==> src/sv/assert_macros.svh <==
// ----------------------------------------------------------------------------
// Assertion macros
// Concurrent assertion wrappers shared by the console renderer modules.
// ----------------------------------------------------------------------------
`ifndef ASSERT_MACROS_SVH
`define ASSERT_MACROS_SVH

`ifndef SYNTHESIS
// Property checked at every rising edge, disabled while reset is asserted.
`define ASSERT_RST(label, clk, rst_n, prop, msg) \
  label: assert property (@(posedge clk) disable iff (!rst_n) prop) else $error(msg);
// Property checked at every rising edge, also during reset.
`define ASSERT_ALWAYS(label, clk, prop, msg) \
  label: assert property (@(posedge clk) prop) else $error(msg);
`else
`define ASSERT_RST(label, clk, rst_n, prop, msg)
`define ASSERT_ALWAYS(label, clk, prop, msg)
`endif

`endif

==> src/sv/tcgr_pkg.sv <==
// ----------------------------------------------------------------------------
// tcgr_pkg
// Types, constants and helper functions of the text console glyph renderer.
// ----------------------------------------------------------------------------
package tcgr_pkg;

  localparam int MAX_GLYPHS       = 256;
  localparam int MAX_GLYPH_HEIGHT = 32;
  localparam int MAX_GLYPH_WIDTH  = 16;
  localparam int CELL_SPACING     = 1;

  localparam int STORE_DEPTH = MAX_GLYPHS * MAX_GLYPH_HEIGHT;
  localparam int ADDR_W      = $clog2(STORE_DEPTH);
  localparam int GLYPH_W     = $clog2(MAX_GLYPHS);
  localparam int ROW_W       = (MAX_GLYPH_HEIGHT > 1) ? $clog2(MAX_GLYPH_HEIGHT) : 1;

  // Job queue between the front and the back.
  localparam int QDEPTH = 4;
  localparam int QPTR_W = $clog2(QDEPTH);
  localparam int QCNT_W = $clog2(QDEPTH + 1);

  // Commands and result kinds.
  localparam logic CMD_PUT     = 1'b0;
  localparam logic CMD_LOAD    = 1'b1;
  localparam logic KIND_DRAW   = 1'b0;
  localparam logic KIND_SCROLL = 1'b1;

  // Control characters.
  localparam logic [7:0] CH_BS    = 8'd8;
  localparam logic [7:0] CH_TAB   = 8'd9;
  localparam logic [7:0] CH_NL    = 8'd10;
  localparam logic [7:0] CH_SPACE = 8'd32;
  localparam logic [7:0] CH_ASCII_END = 8'd128;
  localparam int         TAB_STEP = 4;

  // Configuration register indexes.
  localparam logic [2:0] CFG_FG_COLOR     = 3'd0;
  localparam logic [2:0] CFG_BG_COLOR     = 3'd1;
  localparam logic [2:0] CFG_GLYPH_WIDTH  = 3'd2;
  localparam logic [2:0] CFG_GLYPH_HEIGHT = 3'd3;
  localparam logic [2:0] CFG_GLYPH_COUNT  = 3'd4;
  localparam logic [2:0] CFG_TEXT_COLUMNS = 3'd5;
  localparam logic [2:0] CFG_TEXT_ROWS    = 3'd6;

  typedef struct packed {
    logic        command;
    logic [7:0]  char_code;
    logic [4:0]  font_row;
    logic [15:0] row_bits;
  } in_item_t;

  typedef struct packed {
    logic        kind;
    logic [11:0] pixel_x;
    logic [11:0] pixel_y;
    logic [15:0] pixel_bits;
    logic [4:0]  pixel_count;
    logic [31:0] draw_fg;
    logic [31:0] draw_bg;
    logic        last;
  } out_item_t;

  typedef struct packed {
    logic [31:0] fg_color;
    logic [31:0] bg_color;
    logic [4:0]  glyph_width;
    logic [5:0]  glyph_height;
    logic [8:0]  glyph_count;
    logic [7:0]  text_columns;
    logic [6:0]  text_rows;
  } cfg_t;

  // One unit of work for the back: a glyph row write, or a character
  // draw that may be followed by a scroll, or a lone scroll.
  typedef struct packed {
    logic               is_load;
    logic               draw;
    logic               scroll;
    logic [GLYPH_W-1:0] glyph;
    logic [ROW_W-1:0]   frow;
    logic [11:0]        px;
    logic [11:0]        py_base;
    logic [15:0]        bits;
  } job_t;

  function automatic logic [4:0] clamp_width(input logic [4:0] v);
    if (v == 5'd0) return 5'd1;
    if (v > 5'(MAX_GLYPH_WIDTH)) return 5'(MAX_GLYPH_WIDTH);
    return v;
  endfunction

  function automatic logic [5:0] clamp_height(input logic [5:0] v);
    if (v == 6'd0) return 6'd1;
    if (v > 6'(MAX_GLYPH_HEIGHT)) return 6'(MAX_GLYPH_HEIGHT);
    return v;
  endfunction

  function automatic logic [4:0] cell_width(input logic [4:0] gw);
    return clamp_width(gw) + 5'(CELL_SPACING);
  endfunction

  // Pixels written per row: the cell width, but no more than whole glyph bytes.
  function automatic logic [4:0] pixel_cnt(input logic [4:0] gw);
    logic [5:0] w;
    logic [5:0] bytes8;
    logic [5:0] cellw;
    w      = {1'b0, clamp_width(gw)};
    cellw  = w + 6'(CELL_SPACING);
    bytes8 = ((w + 6'd7) >> 3) << 3;
    return (cellw < bytes8) ? 5'(cellw) : 5'(bytes8);
  endfunction

  function automatic logic [15:0] pixel_mask(input logic [4:0] cnt);
    if (cnt >= 5'd16) return 16'hFFFF;
    return 16'hFFFF << (5'd16 - cnt);
  endfunction

  function automatic logic [ADDR_W-1:0] store_addr(input logic [GLYPH_W-1:0] g,
                                                   input logic [ROW_W-1:0] y);
    return ADDR_W'(ADDR_W'(g) * ADDR_W'(MAX_GLYPH_HEIGHT) + ADDR_W'(y));
  endfunction

endpackage

==> src/sv/tcgr_front.sv <==
// ----------------------------------------------------------------------------
// tcgr_front
// Accepts items, tracks the text cursor and turns each item into a job for
// the back: glyph row writes, character draws and scrolls.
// ----------------------------------------------------------------------------
module tcgr_front (
  input  logic               clk,
  input  logic               rst_n,
  input  tcgr_pkg::cfg_t     cfg,
  input  logic               in_valid,
  output logic               in_ready,
  input  tcgr_pkg::in_item_t in_item,
  input  logic               q_full,
  output logic               q_push,
  output tcgr_pkg::job_t     q_job
);

  import tcgr_pkg::*;

  logic [7:0]  cur_col_r, cur_col_nxt;
  logic [6:0]  cur_row_r, cur_row_nxt;

  logic        accept;
  logic [7:0]  cols;
  logic [6:0]  rows;
  logic [8:0]  cx;
  logic [7:0]  cy;
  logic [7:0]  dcol;
  logic [7:0]  dcode;
  logic [7:0]  gsel;
  logic        draw;
  logic        scroll;
  logic        load_ok;
  logic [12:0] px_full;
  logic [12:0] py_full;

  assign in_ready = !q_full;
  assign accept   = in_valid && in_ready;

  assign cols = (cfg.text_columns == 8'd0) ? 8'd1 : cfg.text_columns;
  assign rows = (cfg.text_rows == 7'd0) ? 7'd1 : cfg.text_rows;

  always_comb begin
    cx     = {1'b0, cur_col_r};
    cy     = {1'b0, cur_row_r};
    dcol   = cur_col_r;
    dcode  = in_item.char_code;
    draw   = 1'b0;
    scroll = 1'b0;
    case (in_item.char_code)
      CH_NL: begin
        cy = {1'b0, cur_row_r} + 8'd1;
        cx = 9'd0;
      end
      CH_BS: begin
        if (cur_col_r != 8'd0) begin
          cx    = {1'b0, cur_col_r} - 9'd1;
          dcol  = cur_col_r - 8'd1;
          dcode = CH_SPACE;
          draw  = 1'b1;
        end
      end
      CH_TAB: begin
        cx = ({1'b0, cur_col_r} + 9'(TAB_STEP)) & ~9'(TAB_STEP - 1);
      end
      default: begin
        cx   = {1'b0, cur_col_r} + 9'd1;
        draw = 1'b1;
      end
    endcase
    if (cx >= {1'b0, cols}) begin
      cx = 9'd0;
      cy = cy + 8'd1;
    end
    // Only one scroll per item, even if the cursor sits far past the bottom.
    if (cy >= {1'b0, rows}) begin
      scroll = 1'b1;
      cy     = cy - 8'd1;
      cx     = 9'd0;
    end
  end

  // Code 0, codes of 128 and above, and codes at or past the configured glyph count fall back to glyph 0.
  always_comb begin
    if ((dcode != 8'd0) && (dcode < CH_ASCII_END) && ({1'b0, dcode} < cfg.glyph_count) &&
        (9'(dcode) < 9'(MAX_GLYPHS))) begin
      gsel = dcode;
    end else begin
      gsel = 8'd0;
    end
  end

  assign px_full = 13'(dcol) * 13'(cell_width(cfg.glyph_width));
  assign py_full = 13'(cur_row_r) * 13'(clamp_height(cfg.glyph_height));

  assign load_ok = (9'(in_item.char_code) < 9'(MAX_GLYPHS)) &&
                   (6'(in_item.font_row) < 6'(MAX_GLYPH_HEIGHT));

  always_comb begin
    q_job = '0;
    if (in_item.command == CMD_LOAD) begin
      q_job.is_load = 1'b1;
      q_job.glyph   = GLYPH_W'(in_item.char_code);
      q_job.frow    = ROW_W'(in_item.font_row);
      q_job.bits    = in_item.row_bits;
    end else begin
      q_job.draw    = draw;
      q_job.scroll  = scroll;
      q_job.glyph   = GLYPH_W'(gsel);
      q_job.px      = px_full[11:0];
      q_job.py_base = py_full[11:0];
    end
  end

  assign q_push = accept && ((in_item.command == CMD_LOAD) ? load_ok : (draw || scroll));

  always_comb begin
    cur_col_nxt = cur_col_r;
    cur_row_nxt = cur_row_r;
    if (accept && (in_item.command == CMD_PUT)) begin
      cur_col_nxt = cx[7:0];
      cur_row_nxt = cy[6:0];
    end
  end

  always_ff @(posedge clk) begin
    if (!rst_n) begin
      cur_col_r <= '0;
      cur_row_r <= '0;
    end else begin
      cur_col_r <= cur_col_nxt;
      cur_row_r <= cur_row_nxt;
    end
  end

endmodule

==> config.mk <==
export PLATFORM = sky130hd
export DESIGN_NAME = tcgr_front
export DESIGN_NICKNAME = d
export VERILOG_FILES = /design/src/sv/assert_macros.svh /design/src/sv/tcgr_pkg.sv /design/src/sv/tcgr_front.sv
export SDC_FILE = /design/constraint.sdc
export NUM_CORES = 1
export LEC_CHECK = 0
export BUFFER_PORTS_ARGS = -buffer_cell sky130_fd_sc_hd__buf_2
export CELL_PAD_IN_SITES_DETAIL_PLACEMENT = 1
export CELL_PAD_IN_SITES_GLOBAL_PLACEMENT = 1
export CORE_MARGIN = 5
export CORE_UTILIZATION = 36
export CTS_BUF_LIST = sky130_fd_sc_hd__clkbuf_2
export DETAILED_ROUTE_END_ITERATION = 16
export HOLD_SLACK_MARGIN = 0.06
export MAX_ROUTING_LAYER = met4
export PLACE_DENSITY = 0.82
export SLEW_MARGIN = 10
export SYNTH_ARGS = -nofsm -noshare
export SYNTH_HDL_FRONTEND = slang
export SYNTH_SLANG_ARGS = --single-unit
==> constraint.sdc <==
create_clock -name clk -period 10.99 [get_ports clk]
set_clock_uncertainty 0.15 [all_clocks]
set_input_delay 2.198 -clock clk [delete_from_list [all_inputs] [get_ports clk]]
set_output_delay 2.198 -clock clk [all_outputs]
set_load 0.05 [all_outputs]
==> flow_metrics.env, run 1 <==
export IMPL_worstSkewPairLatency_ns=0.31
export IMPL_num_vias=5043
export IMPL_critPathLaunchType="input pin"
export IMPL_fin_crit_sh_pct=95.3
export IMPL_dr_pass1_iters=4
export IMPL_synth_cells=688
export IMPL_setup_viol=0
export IMPL_netlist_area_um2=5100
export IMPL_ys_seq_area_share_pct=5.88
export IMPL_cts_sinks=15
export IMPL_r2r_start="cur_col_r[3]$_SDFFE_PN0P_"
export IMPL_rsz0062_at_grt="no"
export IMPL_clock_path_buffers=2
export IMPL_setup_tns_ns=0
export IMPL_vdd_ir_drop_max_v=0.0000290
export IMPL_wire_per_inst_um=15.1
export IMPL_power_leakage_nw=3.06
export IMPL_ys_warnings_count=0
export IMPL_drc_errors=0
export IMPL_yosysTopAreaCell="ha_1"
export IMPL_ys_flop_type="dfxtp_1"
export IMPL_r2r_end="cur_col_r[0]$_SDFFE_PN0P_"
export IMPL_crit_fanout=10
export IMPL_grt_max_degree=57
export IMPL_drv_cap=0
export IMPL_synth_fp_nets=928
export IMPL_status="finished, final reports clean"
export IMPL_clockRootBuffer="clkbuf_2"
export IMPL_worst_ep_arrival_time_ns=8.12
export IMPL_synth_edf_count=0
export IMPL_clk_pin_slew_ns=0.17
export IMPL_track_usage_pct=18.0
export IMPL_cts_hold_buf=0
export IMPL_rr_worst_depth=23
export IMPL_syn_avg_cell_area_um2=7.42
export IMPL_grt_pass1_vias=5314
export IMPL_hp_class="register to register"
export IMPL_power_density_nw_per_um2=39.5
export IMPL_r2r_setup_slack_ns=4.69
export IMPL_final_cells=969
export IMPL_cts_buffers=3
export IMPL_grt_pass1_wl_um=24500
export IMPL_io_pins=191
export IMPL_grt_overflow=0
export IMPL_tritoncts="yes"
export IMPL_ctsHtreeMaxLevel=1
export IMPL_worst_hold_startpoint="cur_col_r[1]$_SDFFE_PN0P_"
export IMPL_tightest_slew_ns=0.922
export IMPL_required_ns=8.64
export IMPL_portBuffers=126
export IMPL_maxSlewViolCount=0
export IMPL_worstSetupPathType="input pin to output pin"
export IMPL_drt_wl_total_um=14700
export IMPL_slew_headroom_pct=38.5
export IMPL_min_period_ns=10.47
export IMPL_hold_violations=0
export IMPL_die_y_um=129
export IMPL_placed_cells=964
export IMPL_fp_dieW_um=129
export IMPL_netlist_area_leader_share_pct=17.2
export IMPL_netlist_cell_type_count=60
export IMPL_end_kind="output pin"
export IMPL_holdPathStages=2
export IMPL_dp_hpwl_um=12700
export IMPL_post_cts_buffers=0
export IMPL_async_flop_share_pct=0
export IMPL_drt_iter0_drc=175
export IMPL_postRouteAntennaNets=0
export IMPL_via_per_inst=5.20
export IMPL_cts_resized=0
export IMPL_synthTopCellsByArea="ha_1 (17%), fa_1 (15%), inv_1 (6.3%), dfxtp_1 (5.9%), xnor2_1 (5.0%)"
export IMPL_globalplace_congestion=0.845
export IMPL_final_layout_size_suffix_gt1_share_pct=19.7
export IMPL_holdPathEnd="cur_col_r[1]$_SDFFE_PN0P_"
export IMPL_area_growth_syn_to_layout_pct=15.0
export IMPL_start_util_pct=36.8
export IMPL_die_area_um2=16700
export IMPL_core_area_um2=13900
export IMPL_max_freq_mhz=95.5
export IMPL_antenna_found_initial=1
export IMPL_synth_seq_cells=15
export IMPL_layout_nets=1029
export IMPL_rows=43
export IMPL_fillers=1796
power by group:
part           leakage [nW]  switching, mW  internal, mW
logic                  2.92         0.0935        0.0479
registers             0.122        0.00506        0.0560
clock network        0.0166         0.0196       0.00964
total                  3.06          0.118         0.114
layout by cell type (no fill, tap or decap), types with 4 or more instances in the layout:
cell / count
a21o_1: 16
a21oi_1: 31
a22oi_1: 8
a31oi_1: 7
and2_1: 40
and3_1: 7
buf_2: 126
clkbuf_2: 4
dfxtp_1: 15
fa_1: 37
ha_1: 70
inv_1: 86
nand2_1: 64
nand2b_1: 11
nand3_1: 4
nand4_1: 7
nor2_1: 60
nor2b_1: 37
nor3_1: 11
nor4_1: 10
o21ai_0: 27
or2_2: 8
or3_1: 4
xnor2_1: 29
xor2_1: 14
how the worst max path moves through the flow:
stage,end,cells past startpoint,slack [ns],start
CTS,q_push,24,0.51,in_item[26]
floorplan,q_job[38],22,0.50,in_item[26]
detailed placement,q_push,24,0.51,in_item[26]
global route,q_push,24,0.01,in_item[26]
global placement,q_push,24,0.58,in_item[26]
finish,q_push,24,0.52,in_item[26]
flip-flops by register name (all words and copies together) (netlist names):
signal / flops
cur_col_r: 8
cur_row_r: 7
logic make-up (layout without fill, tap and decap cells):
logic type               after synthesis  count (layout)  share of synthesized area [%]
AND/OR/NAND/NOR                      278             278                           28.4
flip-flops                            15              15                           5.88
buffers and inverters                119             219                           8.97
other                                  0               1                              0
AO/OA/AOI/OAI                        121             121                           16.5
XOR/XNOR                              43              43                           7.38
multiplexers                           5               5                           1.13
adder cells (fa/ha/maj)              107             107                           31.7
synth_stat cells, types with 10 or more instances:
master	number
nor2b_1	37
inv_1	86
fa_1	37
xnor2_1	29
a21o_1	16
ha_1	70
dfxtp_1	15
nand2b_1	11
nand2_1	64
nor2_1	60
a21oi_1	31
o21ai_0	27
clkbuf_1	28
and2_1	40
xor2_1	14
nor4_1	10
nor3_1	11
cell type report:
type	count	area (um^2)	share of cell area (%)
diodes	1	2.50	0.0426
inverters	86	323	5.50
well taps	180	225	3.84
flip-flops and latches	15	300	5.12
clock buffers	4	20.0	0.341
repair buffers	129	653	11.1
multi-input cells	554	4350	74.0
critical path, stage by stage:
cell,delay (ns)
buf_2,0.11
or4_1,0.54
or3_1,0.46
nor2_1,0.17
nand2_1,0.20
buf_4,0.25
a21oi_1,0.15
o21ai_0,0.11
o22ai_1,0.21
ha_1,0.28
a21oi_1,0.11
o21ai_0,0.18
a211oi_4,0.51
and2b_1,0.30
xor2_1,0.35
inv_1,0.10
ha_1,0.21
a21o_1,0.17
a21o_1,0.17
a211oi_1,0.48
o311ai_4,0.27
nor2_2,0.26
a21oi_1,0.10
buf_2,0.22
per-stage QoR:
step / power [mW] / instance area, um^2 / hold WS [ns] / setup slack [ns] / utilization (%)
after global routing: 0.249 / 5870 / 0.568 / 0.0125 / 42.3
after global placement: 0.201 / 5850 / 0.484 / 0.584 / 42.1
final: 0.232 / 5870 / 0.534 / 0.521 / 42.3
after detailed placement: 0.205 / 5850 / 0.515 / 0.513 / 42.1
after floorplan: 0.163 / 5100 / 0.442 / 0.500 / -
after CTS: 0.234 / 5870 / 0.536 / 0.505 / 42.3
metal layers:
layer	GRT usage, %	vias up	wire length, um
met5	-	-	0
met4	3.40	0	231
met1	22.9	2410	6420
met2	31.9	131	7390
met3	0.907	15	614
li1	-	2487	-
Note: power is estimated with default switching activity, not from simulation.
==> inputs of run 2 (changes only) <==
--- a/config.mk
+++ b/config.mk
@@ -5,16 +5,16 @@
 export SDC_FILE = /design/constraint.sdc
 export NUM_CORES = 1
 export LEC_CHECK = 0
-export BUFFER_PORTS_ARGS = -buffer_cell sky130_fd_sc_hd__buf_2
 export CELL_PAD_IN_SITES_DETAIL_PLACEMENT = 1
 export CELL_PAD_IN_SITES_GLOBAL_PLACEMENT = 1
 export CORE_MARGIN = 5
-export CORE_UTILIZATION = 36
+export CORE_UTILIZATION = 45
 export CTS_BUF_LIST = sky130_fd_sc_hd__clkbuf_2
 export DETAILED_ROUTE_END_ITERATION = 16
+export DONT_BUFFER_PORTS = 1
 export HOLD_SLACK_MARGIN = 0.06
 export MAX_ROUTING_LAYER = met4
-export PLACE_DENSITY = 0.82
+export PLACE_DENSITY = 0.79
 export SLEW_MARGIN = 10
 export SYNTH_ARGS = -nofsm -noshare
 export SYNTH_HDL_FRONTEND = slang
==> flow_metrics.env, run 2 (same netlist as run 1, synthesis figures left out) <==
export IMPL_status="finished, final reports clean"
export IMPL_min_period_ns=10.35
export IMPL_post_cts_buffers=0
export IMPL_hold_violations=0
export IMPL_io_pins=191
export IMPL_postRouteAntennaNets=0
export IMPL_fp_dieW_um=116
export IMPL_clock_path_buffers=2
export IMPL_rr_worst_depth=22
export IMPL_maxSlewViolCount=0
export IMPL_tritoncts="yes"
export IMPL_setup_viol=0
export IMPL_slew_headroom_pct=24.6
export IMPL_most_common_layout_cells="inv_1 (86), ha_1 (70), nand2_1 (64)"
export IMPL_antenna_found_initial=1
export IMPL_required_ns=8.64
export IMPL_drc_errors=0
export IMPL_core_area_um2=11000
export IMPL_vdd_ir_drop_max_v=0.0000406
export IMPL_power_leakage_nw=2.58
export IMPL_crit_fanout=13
export IMPL_fin_crit_sh_pct=94.2
export IMPL_hp_class="register to register"
export IMPL_grt_overflow=0
export IMPL_drv_cap=0
export IMPL_drt_iter0_drc=150
export IMPL_die_y_um=116
export IMPL_critPathLaunchType="input pin"
export IMPL_grt_pass1_vias=4894
export IMPL_start_util_pct=46.5
export IMPL_layout_nets=916
export IMPL_critPathCapture="q_push"
export IMPL_tightest_slew_ns=1.13
export IMPL_drt_wl_total_um=14000
export IMPL_dp_hpwl_um=11800
export IMPL_num_vias=4626
export IMPL_clk_pin_slew_ns=0.18
export IMPL_cts_hold_buf=0
export IMPL_worst_ep_arrival_time_ns=8.00
export IMPL_via_per_inst=5.67
export IMPL_end_kind="output pin"
export IMPL_clockRootBuffer="clkbuf_2"
export IMPL_wire_per_inst_um=17.1
export IMPL_grt_pass1_wl_um=22800
export IMPL_largest_reg_flops=8
export IMPL_max_freq_mhz=96.6
export IMPL_timing_hold_ws_ns=0.527
export IMPL_dr_pass1_iters=4
export IMPL_die_area_um2=13600
export IMPL_fillers=1407
export IMPL_cts_sinks=15
export IMPL_r2r_start="cur_col_r[3]$_SDFFE_PN0P_"
export IMPL_rows=38
export IMPL_r2r_setup_slack_ns=4.63
export IMPL_worstSkewPairLatency_ns=0.32
export IMPL_worstSetupPathType="input pin to output pin"
export IMPL_rsz0062_at_grt="no"
export IMPL_cts_resized=0
export IMPL_grt_max_degree=57
export IMPL_r2r_end="cur_col_r[0]$_SDFFE_PN0P_"
export IMPL_track_usage_pct=20.9
export IMPL_portBuffers=0
export IMPL_mostFrequentLayoutCell="inv_1"
export IMPL_power_density_nw_per_um2=39.0
export IMPL_final_layout_size_suffix_gt1_share_pct=6.96
export IMPL_regMostFlops="cur_col_r"
export IMPL_reg_top3="cur_col_r: 8 flops, cur_row_r: 7 flops"
export IMPL_cts_buffers=3
export IMPL_ctsHtreeMaxLevel=1
export IMPL_area_growth_syn_to_layout_pct=4.09
export IMPL_setup_tns_ns=0
export IMPL_cp_startpoint="in_item[26]"
export IMPL_globalplace_congestion=0.891
==> run 2: worst max-delay path, stage by stage <==
cell	delay, ns
or4_1	0.73
or3_1	0.51
nor2_1	0.12
buf_4	0.16
nand2_1	0.10
buf_4	0.23
nand2_1	0.10
o21ai_0	0.21
ha_1	0.36
nand2b_1	0.13
a31oi_1	0.16
o21ai_0	0.25
a211oi_4	0.31
nor3_1	0.10
xnor2_1	0.40
ha_1	0.33
a21o_1	0.16
a21o_1	0.17
a211oi_1	0.44
o311ai_4	0.26
nor2_2	0.26
a21oi_1	0.11
buf_4	0.20
==> run 2: layer usage <==
layer	track usage (%)	part of all wire, %	vias to the layer above
met4	1.39	0.33	0
met1	25.8	43	2287
met5	-	0	-
met2	38.1	54	77
li1	-	-	2253
met3	2.49	3.4	9
==> run 2: layout make-up <==
cell class / instances / area, um^2 / area share (%)
inverter: 86 / 323 / 6.08
tap: 140 / 175 / 3.30
sequential: 15 / 300 / 5.65
timing repair buffer: 16 / 120 / 2.26
multi-input combinational: 554 / 4370 / 82.3
clock buffer: 4 / 20.0 / 0.377
antenna: 1 / 2.50 / 0.0471
==> run 2: how the worst min path moves through the flow <==
stage                                          from                   endpoint  slack, ns  cells after the start
after floorplan           cur_col_r[1]$_SDFFE_PN0P_  cur_col_r[1]$_SDFFE_PN0P_       0.44                      2
after global placement    cur_col_r[1]$_SDFFE_PN0P_  cur_col_r[1]$_SDFFE_PN0P_       0.49                      2
after detailed placement  cur_col_r[1]$_SDFFE_PN0P_  cur_col_r[1]$_SDFFE_PN0P_       0.51                      2
after CTS                 cur_col_r[1]$_SDFFE_PN0P_  cur_col_r[1]$_SDFFE_PN0P_       0.53                      2
after global routing      cur_col_r[1]$_SDFFE_PN0P_  cur_col_r[1]$_SDFFE_PN0P_       0.57                      2
final                     cur_col_r[1]$_SDFFE_PN0P_  cur_col_r[1]$_SDFFE_PN0P_       0.53                      2
==> run 2: metrics by stage <==
stage | setup slack [ns] | std cells | area, um^2 | utilization (%) | power (mW)
2_1_floorplan | 0.500 | 688 | 5100 | - | 0.163
3_3_place_gp | 0.770 | 811 | 5290 | 48.2 | 0.173
4_1_cts | 0.623 | 815 | 5310 | 48.3 | 0.209
5_1_grt | 0.333 | 816 | 5310 | 48.4 | 0.223
3_5_place_dp | 0.663 | 811 | 5290 | 48.2 | 0.177
6_report | 0.640 | 816 | 5310 | 48.4 | 0.207
==> run 2: where the power goes <==
group	switching [mW]	leakage (nW)	internal, mW
clock network	0.0223	0.0166	0.00964
logic	0.0801	2.44	0.0347
registers	0.00461	0.122	0.0560
