$ cat src/sv/assert_macros.svh
// ----------------------------------------------------------------------------
// Assertion macros
// Concurrent assertion wrappers shared by the console renderer modules.
// ----------------------------------------------------------------------------
`ifndef ASSERT_MACROS_SVH
`define ASSERT_MACROS_SVH

`ifndef SYNTHESIS
// Property checked at every rising edge, disabled while reset is asserted.
`define ASSERT_RST(label, clk, rst_n, prop, msg) \
  label: assert property (@(posedge clk) disable iff (!rst_n) prop) else $error(msg);
// Property checked at every rising edge, also during reset.
`define ASSERT_ALWAYS(label, clk, prop, msg) \
  label: assert property (@(posedge clk) prop) else $error(msg);
`else
`define ASSERT_RST(label, clk, rst_n, prop, msg)
`define ASSERT_ALWAYS(label, clk, prop, msg)
`endif

`endif

$ cat src/sv/tcgr_pkg.sv
// ----------------------------------------------------------------------------
// tcgr_pkg
// Types, constants and helper functions of the text console glyph renderer.
// ----------------------------------------------------------------------------
package tcgr_pkg;

  localparam int MAX_GLYPHS       = 256;
  localparam int MAX_GLYPH_HEIGHT = 32;
  localparam int MAX_GLYPH_WIDTH  = 16;
  localparam int CELL_SPACING     = 1;

  localparam int STORE_DEPTH = MAX_GLYPHS * MAX_GLYPH_HEIGHT;
  localparam int ADDR_W      = $clog2(STORE_DEPTH);
  localparam int GLYPH_W     = $clog2(MAX_GLYPHS);
  localparam int ROW_W       = (MAX_GLYPH_HEIGHT > 1) ? $clog2(MAX_GLYPH_HEIGHT) : 1;

  // Job queue between the front and the back.
  localparam int QDEPTH = 4;
  localparam int QPTR_W = $clog2(QDEPTH);
  localparam int QCNT_W = $clog2(QDEPTH + 1);

  // Commands and result kinds.
  localparam logic CMD_PUT     = 1'b0;
  localparam logic CMD_LOAD    = 1'b1;
  localparam logic KIND_DRAW   = 1'b0;
  localparam logic KIND_SCROLL = 1'b1;

  // Control characters.
  localparam logic [7:0] CH_BS    = 8'd8;
  localparam logic [7:0] CH_TAB   = 8'd9;
  localparam logic [7:0] CH_NL    = 8'd10;
  localparam logic [7:0] CH_SPACE = 8'd32;
  localparam logic [7:0] CH_ASCII_END = 8'd128;
  localparam int         TAB_STEP = 4;

  // Configuration register indexes.
  localparam logic [2:0] CFG_FG_COLOR     = 3'd0;
  localparam logic [2:0] CFG_BG_COLOR     = 3'd1;
  localparam logic [2:0] CFG_GLYPH_WIDTH  = 3'd2;
  localparam logic [2:0] CFG_GLYPH_HEIGHT = 3'd3;
  localparam logic [2:0] CFG_GLYPH_COUNT  = 3'd4;
  localparam logic [2:0] CFG_TEXT_COLUMNS = 3'd5;
  localparam logic [2:0] CFG_TEXT_ROWS    = 3'd6;

  typedef struct packed {
    logic        command;
    logic [7:0]  char_code;
    logic [4:0]  font_row;
    logic [15:0] row_bits;
  } in_item_t;

  typedef struct packed {
    logic        kind;
    logic [11:0] pixel_x;
    logic [11:0] pixel_y;
    logic [15:0] pixel_bits;
    logic [4:0]  pixel_count;
    logic [31:0] draw_fg;
    logic [31:0] draw_bg;
    logic        last;
  } out_item_t;

  typedef struct packed {
    logic [31:0] fg_color;
    logic [31:0] bg_color;
    logic [4:0]  glyph_width;
    logic [5:0]  glyph_height;
    logic [8:0]  glyph_count;
    logic [7:0]  text_columns;
    logic [6:0]  text_rows;
  } cfg_t;

  // One unit of work for the back: a glyph row write, or a character
  // draw that may be followed by a scroll, or a lone scroll.
  typedef struct packed {
    logic               is_load;
    logic               draw;
    logic               scroll;
    logic [GLYPH_W-1:0] glyph;
    logic [ROW_W-1:0]   frow;
    logic [11:0]        px;
    logic [11:0]        py_base;
    logic [15:0]        bits;
  } job_t;

  function automatic logic [4:0] clamp_width(input logic [4:0] v);
    if (v == 5'd0) return 5'd1;
    if (v > 5'(MAX_GLYPH_WIDTH)) return 5'(MAX_GLYPH_WIDTH);
    return v;
  endfunction

  function automatic logic [5:0] clamp_height(input logic [5:0] v);
    if (v == 6'd0) return 6'd1;
    if (v > 6'(MAX_GLYPH_HEIGHT)) return 6'(MAX_GLYPH_HEIGHT);
    return v;
  endfunction

  function automatic logic [4:0] cell_width(input logic [4:0] gw);
    return clamp_width(gw) + 5'(CELL_SPACING);
  endfunction

  // Pixels written per row: the cell width, but no more than whole glyph bytes.
  function automatic logic [4:0] pixel_cnt(input logic [4:0] gw);
    logic [5:0] w;
    logic [5:0] bytes8;
    logic [5:0] cellw;
    w      = {1'b0, clamp_width(gw)};
    cellw  = w + 6'(CELL_SPACING);
    bytes8 = ((w + 6'd7) >> 3) << 3;
    return (cellw < bytes8) ? 5'(cellw) : 5'(bytes8);
  endfunction

  function automatic logic [15:0] pixel_mask(input logic [4:0] cnt);
    if (cnt >= 5'd16) return 16'hFFFF;
    return 16'hFFFF << (5'd16 - cnt);
  endfunction

  function automatic logic [ADDR_W-1:0] store_addr(input logic [GLYPH_W-1:0] g,
                                                   input logic [ROW_W-1:0] y);
    return ADDR_W'(ADDR_W'(g) * ADDR_W'(MAX_GLYPH_HEIGHT) + ADDR_W'(y));
  endfunction

endpackage

$ cat src/sv/tcgr_fifo.sv
// ----------------------------------------------------------------------------
// tcgr_fifo
// Short job queue that decouples the front from the back.
// ----------------------------------------------------------------------------
`include "assert_macros.svh"

module tcgr_fifo (
  input  logic           clk,
  input  logic           rst_n,
  input  logic           push,
  input  tcgr_pkg::job_t push_job,
  input  logic           pop,
  output tcgr_pkg::job_t head_job,
  output logic           empty,
  output logic           full
);

  import tcgr_pkg::*;

  job_t              mem_r [QDEPTH];
  logic [QPTR_W-1:0] wr_ptr_r, wr_ptr_nxt;
  logic [QPTR_W-1:0] rd_ptr_r, rd_ptr_nxt;
  logic [QCNT_W-1:0] cnt_r, cnt_nxt;

  assign empty    = (cnt_r == '0);
  assign full     = (cnt_r == QCNT_W'(QDEPTH));
  assign head_job = mem_r[rd_ptr_r];

  always_comb begin
    wr_ptr_nxt = push ? wr_ptr_r + 1'b1 : wr_ptr_r;
    rd_ptr_nxt = pop ? rd_ptr_r + 1'b1 : rd_ptr_r;
    cnt_nxt    = cnt_r;
    if (push && !pop) begin
      cnt_nxt = cnt_r + 1'b1;
    end else if (pop && !push) begin
      cnt_nxt = cnt_r - 1'b1;
    end
  end

  always_ff @(posedge clk) begin
    if (push) begin
      mem_r[wr_ptr_r] <= push_job;
    end
  end

  always_ff @(posedge clk) begin
    if (!rst_n) begin
      wr_ptr_r <= '0;
      rd_ptr_r <= '0;
      cnt_r    <= '0;
    end else begin
      wr_ptr_r <= wr_ptr_nxt;
      rd_ptr_r <= rd_ptr_nxt;
      cnt_r    <= cnt_nxt;
    end
  end

  `ASSERT_RST(a_fifo_no_overflow, clk, rst_n, full |-> !(push && !pop), "job pushed into a full queue")
  `ASSERT_RST(a_fifo_no_underflow, clk, rst_n, empty |-> !pop, "job popped from an empty queue")
  `ASSERT_RST(a_fifo_ptr_gap, clk, rst_n, (cnt_r != QCNT_W'(QDEPTH)) |-> (QPTR_W'(wr_ptr_r - rd_ptr_r) == QPTR_W'(cnt_r)), "queue pointers disagree with the fill count")

endmodule

$ cat config.mk
export PLATFORM = sky130hd
export DESIGN_NAME = tcgr_fifo
export DESIGN_NICKNAME = d
export VERILOG_FILES = /design/src/sv/tcgr_pkg.sv /design/src/sv/tcgr_fifo.sv
export VERILOG_INCLUDE_DIRS = /design/src /design/src/sv
export SDC_FILE = /design/constraint.sdc
export NUM_CORES = 1
export LEC_CHECK = 0
export ABC_AREA = 0
export BUFFER_PORTS_ARGS = -buffer_cell sky130_fd_sc_hd__clkbuf_2
export CORE_UTILIZATION = 40
export DETAILED_ROUTE_END_ITERATION = 8
export PLACE_DENSITY = 0.68
export SLEW_MARGIN = 20
export SYNTH_ARGS = -nofsm -noshare
export SYNTH_HDL_FRONTEND = slang
export SYNTH_SLANG_ARGS = --single-unit
$ cat constraint.sdc
create_clock -name clk -period 2.5 [get_ports clk]
set_input_delay 0.25 -clock clk [delete_from_list [all_inputs] [get_ports clk]]
set_output_delay 0.25 -clock clk [all_outputs]
set_load 0.1 [all_outputs]
==> impl_summary.txt, run 1 <==
----------------------------------------------------
[Run status]
  Outcome ... complete, no violations

[Pwr]
  Leakage power summed over all cells ... 3.770 nW
  Largest vdd supply drop ... 0.0006743 V
  Total power per unit cell area ... 917.7 mW/mm^2
  Post-route total power ... 10.02 mW

[Synth]
  Total nets after synthesis ... 401
  Sequential-to-total area share from yosys stat ... 0.8068
  Cell type with the highest aggregate area in the netlist ... sky130_fd_sc_hd__edfxtp_1
  Synth Area per Inst ... 25.55 um^2
  Yosys warnings ... 0
  Number of distinct library cells after synthesis ... 22
  Post-synthesis instance total ... 335
  Summed instance area of the synthesized netlist ... 0.008561 mm^2
  Largest cells by area after synthesis ... sky130_fd_sc_hd__edfxtp_1 79%, sky130_fd_sc_hd__mux4_2 15%, sky130_fd_sc_hd__dfxtp_1 2.1%, sky130_fd_sc_hd__buf_12 0.94%, sky130_fd_sc_hd__ha_1 0.73%
  Seq cells post-synth ... 233
  Share of the synthesized area in the top cell type ... 0.7857

[Clock network]
  Clock edge transition at the registers on the reported setup and hold paths ... 0.06 ns
  Clk Latency, worst-skew pair ... 0.50 ns
  CTS H-tree depth ... 1
  Clock tree root buffer cell ... sky130_fd_sc_hd__clkbuf_16
  Cells resized by post-CTS repair ... 0
  Deepest clock path buffer count ... 3
  Clock sink total ... 233
  TritonCTS Buffers ... 24
  CTS tree ... built

[Timing]
  Largest clock skew in the final design ... 0.006151 ns
  Final period utilization ... 0.9537
  Final-report setup violation count ... 0
  Slew at the pin closest to its max-slew limit ... 0.5566 ns
  Headroom to the max-slew limit ... 0.6305
  Setup ws final ... 0.1157 ns
  Max Freq ... 0.4194 GHz
  Number of pins with negative max-slew slack in the final report ... 0
  Fin Setup TNS ... 0 ns
  RSZ-0062 raised after global routing ... no
  Final critical-path required period ... 2.384 ns
  Final count of hold timing violations ... 0

[Setup path]
  Worst r2r path cells ... 3
  Arrival time reported for the critical path endpoint ... 2.13 ns
  Minimum setup slack among reg-to-reg paths ... 0.85 ns
  Startpoint type of the worst setup path ... flop
  Startpoint of the lowest-slack register-to-register path ... wr_ptr_r[0]
  Type of the setup path with the least slack ... flop to primary output
  Maximum fanout along the worst path ... 34
  Biggest cell delay along the critical path ... 0.56 ns
  Reg-to-Reg End ... mem_r[1][34]
  Nature of the critical path endpoint ... primary output
  Crit path max-delay cell type ... sky130_fd_sc_hd__mux4_2
  Required time at the worst-slack endpoint ... 2.25 ns
  Cell-by-cell trace of the critical path ... buf_12, mux4_2, clkbuf_2

[Layout]
  Leading cell types in the layout, fill and taps excluded ... 224 x sky130_fd_sc_hd__edfxtp_1, 117 x sky130_fd_sc_hd__clkbuf_2, 56 x sky130_fd_sc_hd__mux4_2, 56 x sky130_fd_sc_hd__dlygate4sd3_1, 25 x sky130_fd_sc_hd__clkbuf_16
  Area of all sequential standard cells ... 0.006914 mm^2
  Area Overhead vs Synth ... 27.57%
  Fraction of layout cells with a size suffix above 1 ... 0.4153
  Filler cells ... 1640
  Net total in the final layout ... 598
  Multi-input gate area in the final layout ... 0.001531 mm^2
  Antenna Cells ... 0
  Most common cell after layout, fill and taps aside ... sky130_fd_sc_hd__edfxtp_1

[Global route]
  Wire length of the first global-routing pass ... 23790 um
  Pin count of the biggest net entering global routing ... 35
  Overall track demand over capacity in global routing ... 0.1420
  Met3 track utilization from global routing ... 0.02883
  Met1 Resource Use GR ... 0.1817
  Most used routing layer ... met2
  Initial antenna violation count ... 0
  Vias in the first global route ... 4398
  Met2 layer usage reported by global route ... 0.2493
  Global route total overflow ... 0

[Floorplanning]
  Core footprint ... 0.02102 mm^2
  Die Ht ... 148.3 um
  I/O pin count ... 118
  Die footprint ... 0.02199 mm^2
  Total number of placement rows ... 53
  Die extent in x ... 148.3 um
  Initial Util ... 0.4072

[Min path]
  Endpoint, Worst Hold ... rd_ptr_r[0]
  Path type of the worst min-delay path ... input pin to flop
  Number of cells traversed by the worst hold path ... 2
  Hold Startpoint ... rst_n

[Routing]
  Number of violations reported at the end of detailed-routing iteration 0 ... 202
  Vias after detailed routing ... 3995
  Per-cell routed wire length ... 18.43 um
  Total DRC errors in the routed layout ... 0
  Routed wire length ... 15190 um
  Via density ... 4.848
  1st-pass router iterations ... 4
  Final antenna-violating net count ... 0

[Placement]
  Worst slack after detailed placement ... 0.5983 ns
  Routability congestion estimate from global placement ... 0.6764
  HPWL Detailed ... 9308 um
  Count of input and output buffers ... 117

[Job]
  Maximum Capacitance Violations ... 0

----------------------------------------------------
==> per-stage QoR <==
step                      cells  hold WS (ns)  instance area [um^2]  utilization
after floorplan             335        0.3489                  8571            -
after global placement      725        0.4622                  9553       0.4544
after detailed placement    725        0.4691                  9553       0.4544
after CTS                   824       0.05435                 10920       0.5195
after global routing        824       0.05846                 10920       0.5195
final                       824       0.08334                 10920       0.5195
==> critical path, delay by kind of cell (launching register included) <==
| kind | cells | cell delay [ns] |
|---|---|---|
| mux | 1 | 0.56 |
| buf+inv | 2 | 0.64 |
| flops | 1 | 0.37 |
==> cell usage after synthesis, drive strengths merged <==
| library cell | n |
|---|---|
| mux2i | 2 |
| edfxtp | 224 |
| ha | 5 |
| buf | 11 |
| a21boi | 1 |
| nand2 | 1 |
| and2 | 9 |
| dfxtp | 9 |
| xor2 | 3 |
| nor3 | 1 |
| o21ai | 1 |
| nor3b | 1 |
| mux4 | 56 |
| nor2b | 2 |
| inv | 4 |
| xnor2 | 2 |
| clkbuf | 1 |
| fa | 1 |
| or3 | 1 |
==> sequential cells by signal (all words and copies together), names as in the netlist, named ones only <==
| register | count |
|---|---|
| mem_r | 224 |
| rd_ptr_r | 2 |
| wr_ptr_r | 2 |
| cnt_r | 3 |
==> kinds of logic (layout without fill, tap and decap cells) <==
family,count (synthesis),after routing,synth area share
buffers and inverters,16,230,0.01666
flip-flops,233,233,0.8068
AO/OA/AOI/OAI,2,2,0.001461
XOR/XNOR,5,5,0.005116
multiplexers,58,58,0.1497
AND/OR/NAND/NOR,15,15,0.01067
adder cells (fa/ha/maj),6,6,0.009646
==> how the worst max path moves through the flow <==
stage	from	endpoint	slack [ns]	cells past startpoint
floorplan	wr_ptr_r[0]	mem_r[2][0]	0.21	3
global placement	flop	head_job[34]	0.61	3
detailed placement	flop	head_job[34]	0.60	3
CTS	flop	head_job[34]	0.06	3
global route	flop	head_job[41]	0.02	3
finish	flop	head_job[27]	0.12	3
==> final cells by class <==
| cell class | instances | share of cell area |
|---|---|---|
| Timing Repair Buffer | 183 | 0.1198 |
| Inverter | 4 | 0.001375 |
| Clock inverter | 11 | 0.01237 |
| Clock buffer | 32 | 0.06153 |
| Multi-Input combinational cell | 86 | 0.1402 |
| Sequential cell | 233 | 0.6331 |
| Tap cell | 275 | 0.03151 |
==> routing by layer <==
metal	wire, um	share of wire	vias up
met5	0	0	-
met4	270	0.018	0
met3	596	0.039	20
met2	7749	0.51	91
met1	6571	0.43	2063
li1	-	-	1821
==> power breakdown <==
| part | leakage, nW | switching [mW] | total [mW] | internal [mW] |
|---|---|---|---|---|
| registers | 2.13 | 0.0675 | 4.55 | 4.48 |
| logic | 1.24 | 1.46 | 1.91 | 0.456 |
| clock network | 0.397 | 1.36 | 3.56 | 2.20 |
| total | 3.77 | 2.89 | 10.0 | 7.13 |
==> repair_timing <==
item / in CTS / in global routing
hold endpoints to repair: 224 / 0
buffers inserted: 0 / 0
hold buffers: 56 / 0
(Power assumes the default switching activity.)
==> run 2: changes to the inputs <==
--- a/config.mk
+++ b/config.mk
@@ -8,9 +8,12 @@
 export LEC_CHECK = 0
 export ABC_AREA = 0
 export BUFFER_PORTS_ARGS = -buffer_cell sky130_fd_sc_hd__clkbuf_2
+export CELL_PAD_IN_SITES_DETAIL_PLACEMENT = 1
+export CELL_PAD_IN_SITES_GLOBAL_PLACEMENT = 2
+export CORE_MARGIN = 10
 export CORE_UTILIZATION = 40
 export DETAILED_ROUTE_END_ITERATION = 8
-export PLACE_DENSITY = 0.68
+export PLACE_DENSITY = 0.81
 export SLEW_MARGIN = 20
 export SYNTH_ARGS = -nofsm -noshare
 export SYNTH_HDL_FRONTEND = slang
==> impl_summary.txt, run 2 (synthesis gave the netlist of run 1 again) <==
----------------------------------------------------
[Clock network]
  Clk Latency, worst-skew pair ... 0.52 ns (+0.02 ns)
  Deepest clock path buffer count ... 3 (unchanged)
  CTS H-tree depth ... 1 (unchanged)
  Clock tree root buffer cell ... sky130_fd_sc_hd__clkbuf_16
  TritonCTS Buffers ... 25 (+4.2%)
  Clock edge transition at the registers on the reported setup and hold paths ... 0.06 ns (about the same)
  Clock sink total ... 233 (unchanged)
  CTS tree ... built

[Setup path]
  Required time at the worst-slack endpoint ... 2.25 ns (about the same)
  Crit path max-delay cell type ... sky130_fd_sc_hd__mux4_2
  Nature of the critical path endpoint ... primary output
  Worst path buffer plus inverter count ... 2 (unchanged)
  Cell-by-cell trace of the critical path ... buf_4, mux4_2, clkbuf_2
  Arrival time reported for the critical path endpoint ... 2.15 ns (+0.02 ns)
  Minimum setup slack among reg-to-reg paths ... 0.79 ns (-0.06 ns)
  Cell depth of the worst setup path ... 3 (unchanged)
  Biggest cell delay along the critical path ... 0.53 ns (-0.03 ns)
  Maximum fanout along the worst path ... 10 (-71%)
  Worst r2r path cells ... 4 (+1)
  Type of the setup path with the least slack ... flop to primary output
  Startpoint of the lowest-slack register-to-register path ... wr_ptr_r[0]
  Reg-to-Reg End ... mem_r[0][7]
  Startpoint type of the worst setup path ... flop
  Critical path's top delay family ... buffers and inverters

[Routing]
  Final antenna-violating net count ... 0 (unchanged)
  Total DRC errors in the routed layout ... 0 (unchanged)
  Via density ... 4.947 (+2.0%)
  Vias after detailed routing ... 4121 (+3.2%)
  Per-cell routed wire length ... 21.15 um (+15%)
  Routed wire length ... 17620 um (+16%)
  Number of violations reported at the end of detailed-routing iteration 0 ... 212 (+5.0%)
  1st-pass router iterations ... 5 (+1)

[Layout]
  Leading cell types in the layout, fill and taps excluded ... 224 x sky130_fd_sc_hd__edfxtp_1, 113 x sky130_fd_sc_hd__clkbuf_2, 56 x sky130_fd_sc_hd__mux4_2, 56 x sky130_fd_sc_hd__dlygate4sd3_1, 25 x sky130_fd_sc_hd__clkbuf_16
  Net total in the final layout ... 607 (+1.5%)
  Antenna Cells ... 0 (unchanged)
  Summed area of non-filler cells in the final layout ... 0.01095 mm^2 (+0.25%)
  Fraction of layout cells with a size suffix above 1 ... 0.4194 (+0.004054)
  Registers with the most flip-flops ... mem_r: 224 flops, cnt_r: 3 flops
  Largest Register ... mem_r
  Most common cell after layout, fill and taps aside ... sky130_fd_sc_hd__edfxtp_1
  Filler cells ... 1863 (+14%)
  Largest register FFs ... 224 (unchanged)
  Area Overhead vs Synth ... 27.89%

[Floorplanning]
  Die Ht ... 166.3 um (+12%)
  I/O pin count ... 118 (unchanged)
  Die footprint ... 0.02765 mm^2 (+26%)
  Core footprint ... 0.02102 mm^2 (unchanged)
  Initial Util ... 0.4072 (unchanged)
  Total number of placement rows ... 53 (unchanged)
  Die extent in x ... 166.3 um (+12%)

[Pwr]
  Switching Share ... 0.2977 (+0.009521)
  Total power per unit cell area ... 909.2 mW/mm^2 (-0.92%)
  Largest vdd supply drop ... 0.0005813 V (-14%)
  Internal power ... 6.991 mW (-2.0%)
  Sequential group share of total power ... 0.458 (+0.004)
  Leakage power summed over all cells ... 3.793 nW (+0.61%)
  Proportion of power drawn by the clock network ... 0.346 (-0.009)
  Logic pwr share ... 0.196 (+0.005)
  Net Sw Power ... 2.963 mW (+2.6%)

[Timing]
  Fin Setup TNS ... 0 ns (unchanged)
  RSZ-0062 raised after global routing ... no
  Final-report setup violation count ... 0 (unchanged)
  Final count of hold timing violations ... 0 (unchanged)
  Max Freq ... 0.4163 GHz (-0.74%)
  Largest clock skew in the final design ... 0.01674 ns (+0.01059 ns)
  Number of pins with negative max-slew slack in the final report ... 0 (unchanged)
  Headroom to the max-slew limit ... 0.6261 (-0.004372)
  Slew at the pin closest to its max-slew limit ... 0.5632 ns (+0.006586 ns)
  Final critical-path required period ... 2.402 ns (+0.01769 ns)
  Setup ws final ... 0.09802 ns (-0.01769 ns)
  Final period utilization ... 0.9608 (+0.007077)

[Global route]
  Wire length of the first global-routing pass ... 27660 um (+16%)
  Vias in the first global route ... 4755 (+8.1%)
  Global route total overflow ... 0 (unchanged)
  Initial antenna violation count ... 0 (unchanged)
  Overall track demand over capacity in global routing ... 0.1256 (-0.01645)
  Pin count of the biggest net entering global routing ... 39 (+11%)

[Placement]
  Count of input and output buffers ... 117 (unchanged)
  Worst slack after detailed placement ... 0.4619 ns (-0.1363 ns)
  Routability congestion estimate from global placement ... 0.6953 (+2.8%)
  Placed cell area ... 0.009578 mm^2 (+0.26%)
  HPWL Detailed ... 11050 um (+19%)

[Run status]
  Outcome ... complete, no violations

[Min path]
  Endpoint, Worst Hold ... cnt_r[0]
  Hold Startpoint ... rst_n
  Number of cells traversed by the worst hold path ... 2 (unchanged)
  Path type of the worst min-delay path ... input pin to flop

[Job]
  Maximum Capacitance Violations ... 0 (unchanged)

----------------------------------------------------
[run 2: changes by cell type in the layout (fill, tap and decap cells not counted), moves of 2 or more]
cell / previous run / this run
sky130_fd_sc_hd__clkbuf_2: 117 / 113
sky130_fd_sc_hd__clkbuf_1: 5 / 3
sky130_fd_sc_hd__buf_4: 3 / 11
sky130_fd_sc_hd__clkbuf_4: 0 / 3
sky130_fd_sc_hd__clkinv_1: 1 / 6
sky130_fd_sc_hd__clkbuf_8: 2 / 0
[run 2: repair_timing]
action,4_1_cts,5_1_grt
buffers inserted,3,0
hold endpoints to repair,224,0
gates resized for setup,3,1
setup endpoints to repair,51,1
hold buffers,56,0
gates cloned,0,0
[run 2: metal layers]
metal / vias to the layer above / wire [um] / GRT usage
li1: 1831 / - / -
met1: 2160 / 7372 / 0.1570
met2: 104 / 8962 / 0.2136
met3: 26 / 882 / 0.03218
met4: 0 / 398 / 0.03169
met5: - / 0 / 0
[run 2: area by class of cell]
cell class	instances	area [um^2]	share of cell area
sequential	233	6914	0.6315
multi-input combinational	86	1531	0.1399
timing repair buffer	191	1371	0.1253
clock buffer	28	636.9	0.05817
tap	275	344.1	0.03143
clock inverter	16	135.1	0.01234
inverter	4	15.01	0.001371
[run 2: how the worst max path moves through the flow]
stage	from	end
after floorplan	wr_ptr_r[0]	mem_r[2][0]
after global placement	flop	head_job[53]
after detailed placement	flop	head_job[53]
after CTS	flop	head_job[32]
after global routing	flop	head_job[30]
final	flop	head_job[30]
[run 2: worst register-to-register path, cell delays in order, from the launching register on]
cell and delay (ns):
sky130_fd_sc_hd__dfxtp_1 0.34, sky130_fd_sc_hd__inv_1 0.10, sky130_fd_sc_hd__ha_1 0.15, sky130_fd_sc_hd__and2_4 0.46, sky130_fd_sc_hd__buf_4 0.34
[run 2: per-stage QoR]
stage                     utilization  hold WS, ns  instances  power, mW
after floorplan                     -       0.3489        335      6.167
after global placement         0.4556       0.4620        730      6.500
after detailed placement       0.4556       0.4720        730      6.536
after CTS                      0.5208      0.02593        833      10.10
after global routing           0.5208      0.05466        833      10.32
final                          0.5208      0.04145        833      9.954
[run 2: power groups by stage]
stage	combinational [mW]	clock (mW)	sequential [mW]
after global placement	1.86	0	4.64
after CTS	1.99	3.55	4.56
after detailed placement	1.88	0	4.66
final	1.96	3.44	4.56
after floorplan	1.56	0	4.61
after global routing	2.05	3.69	4.57
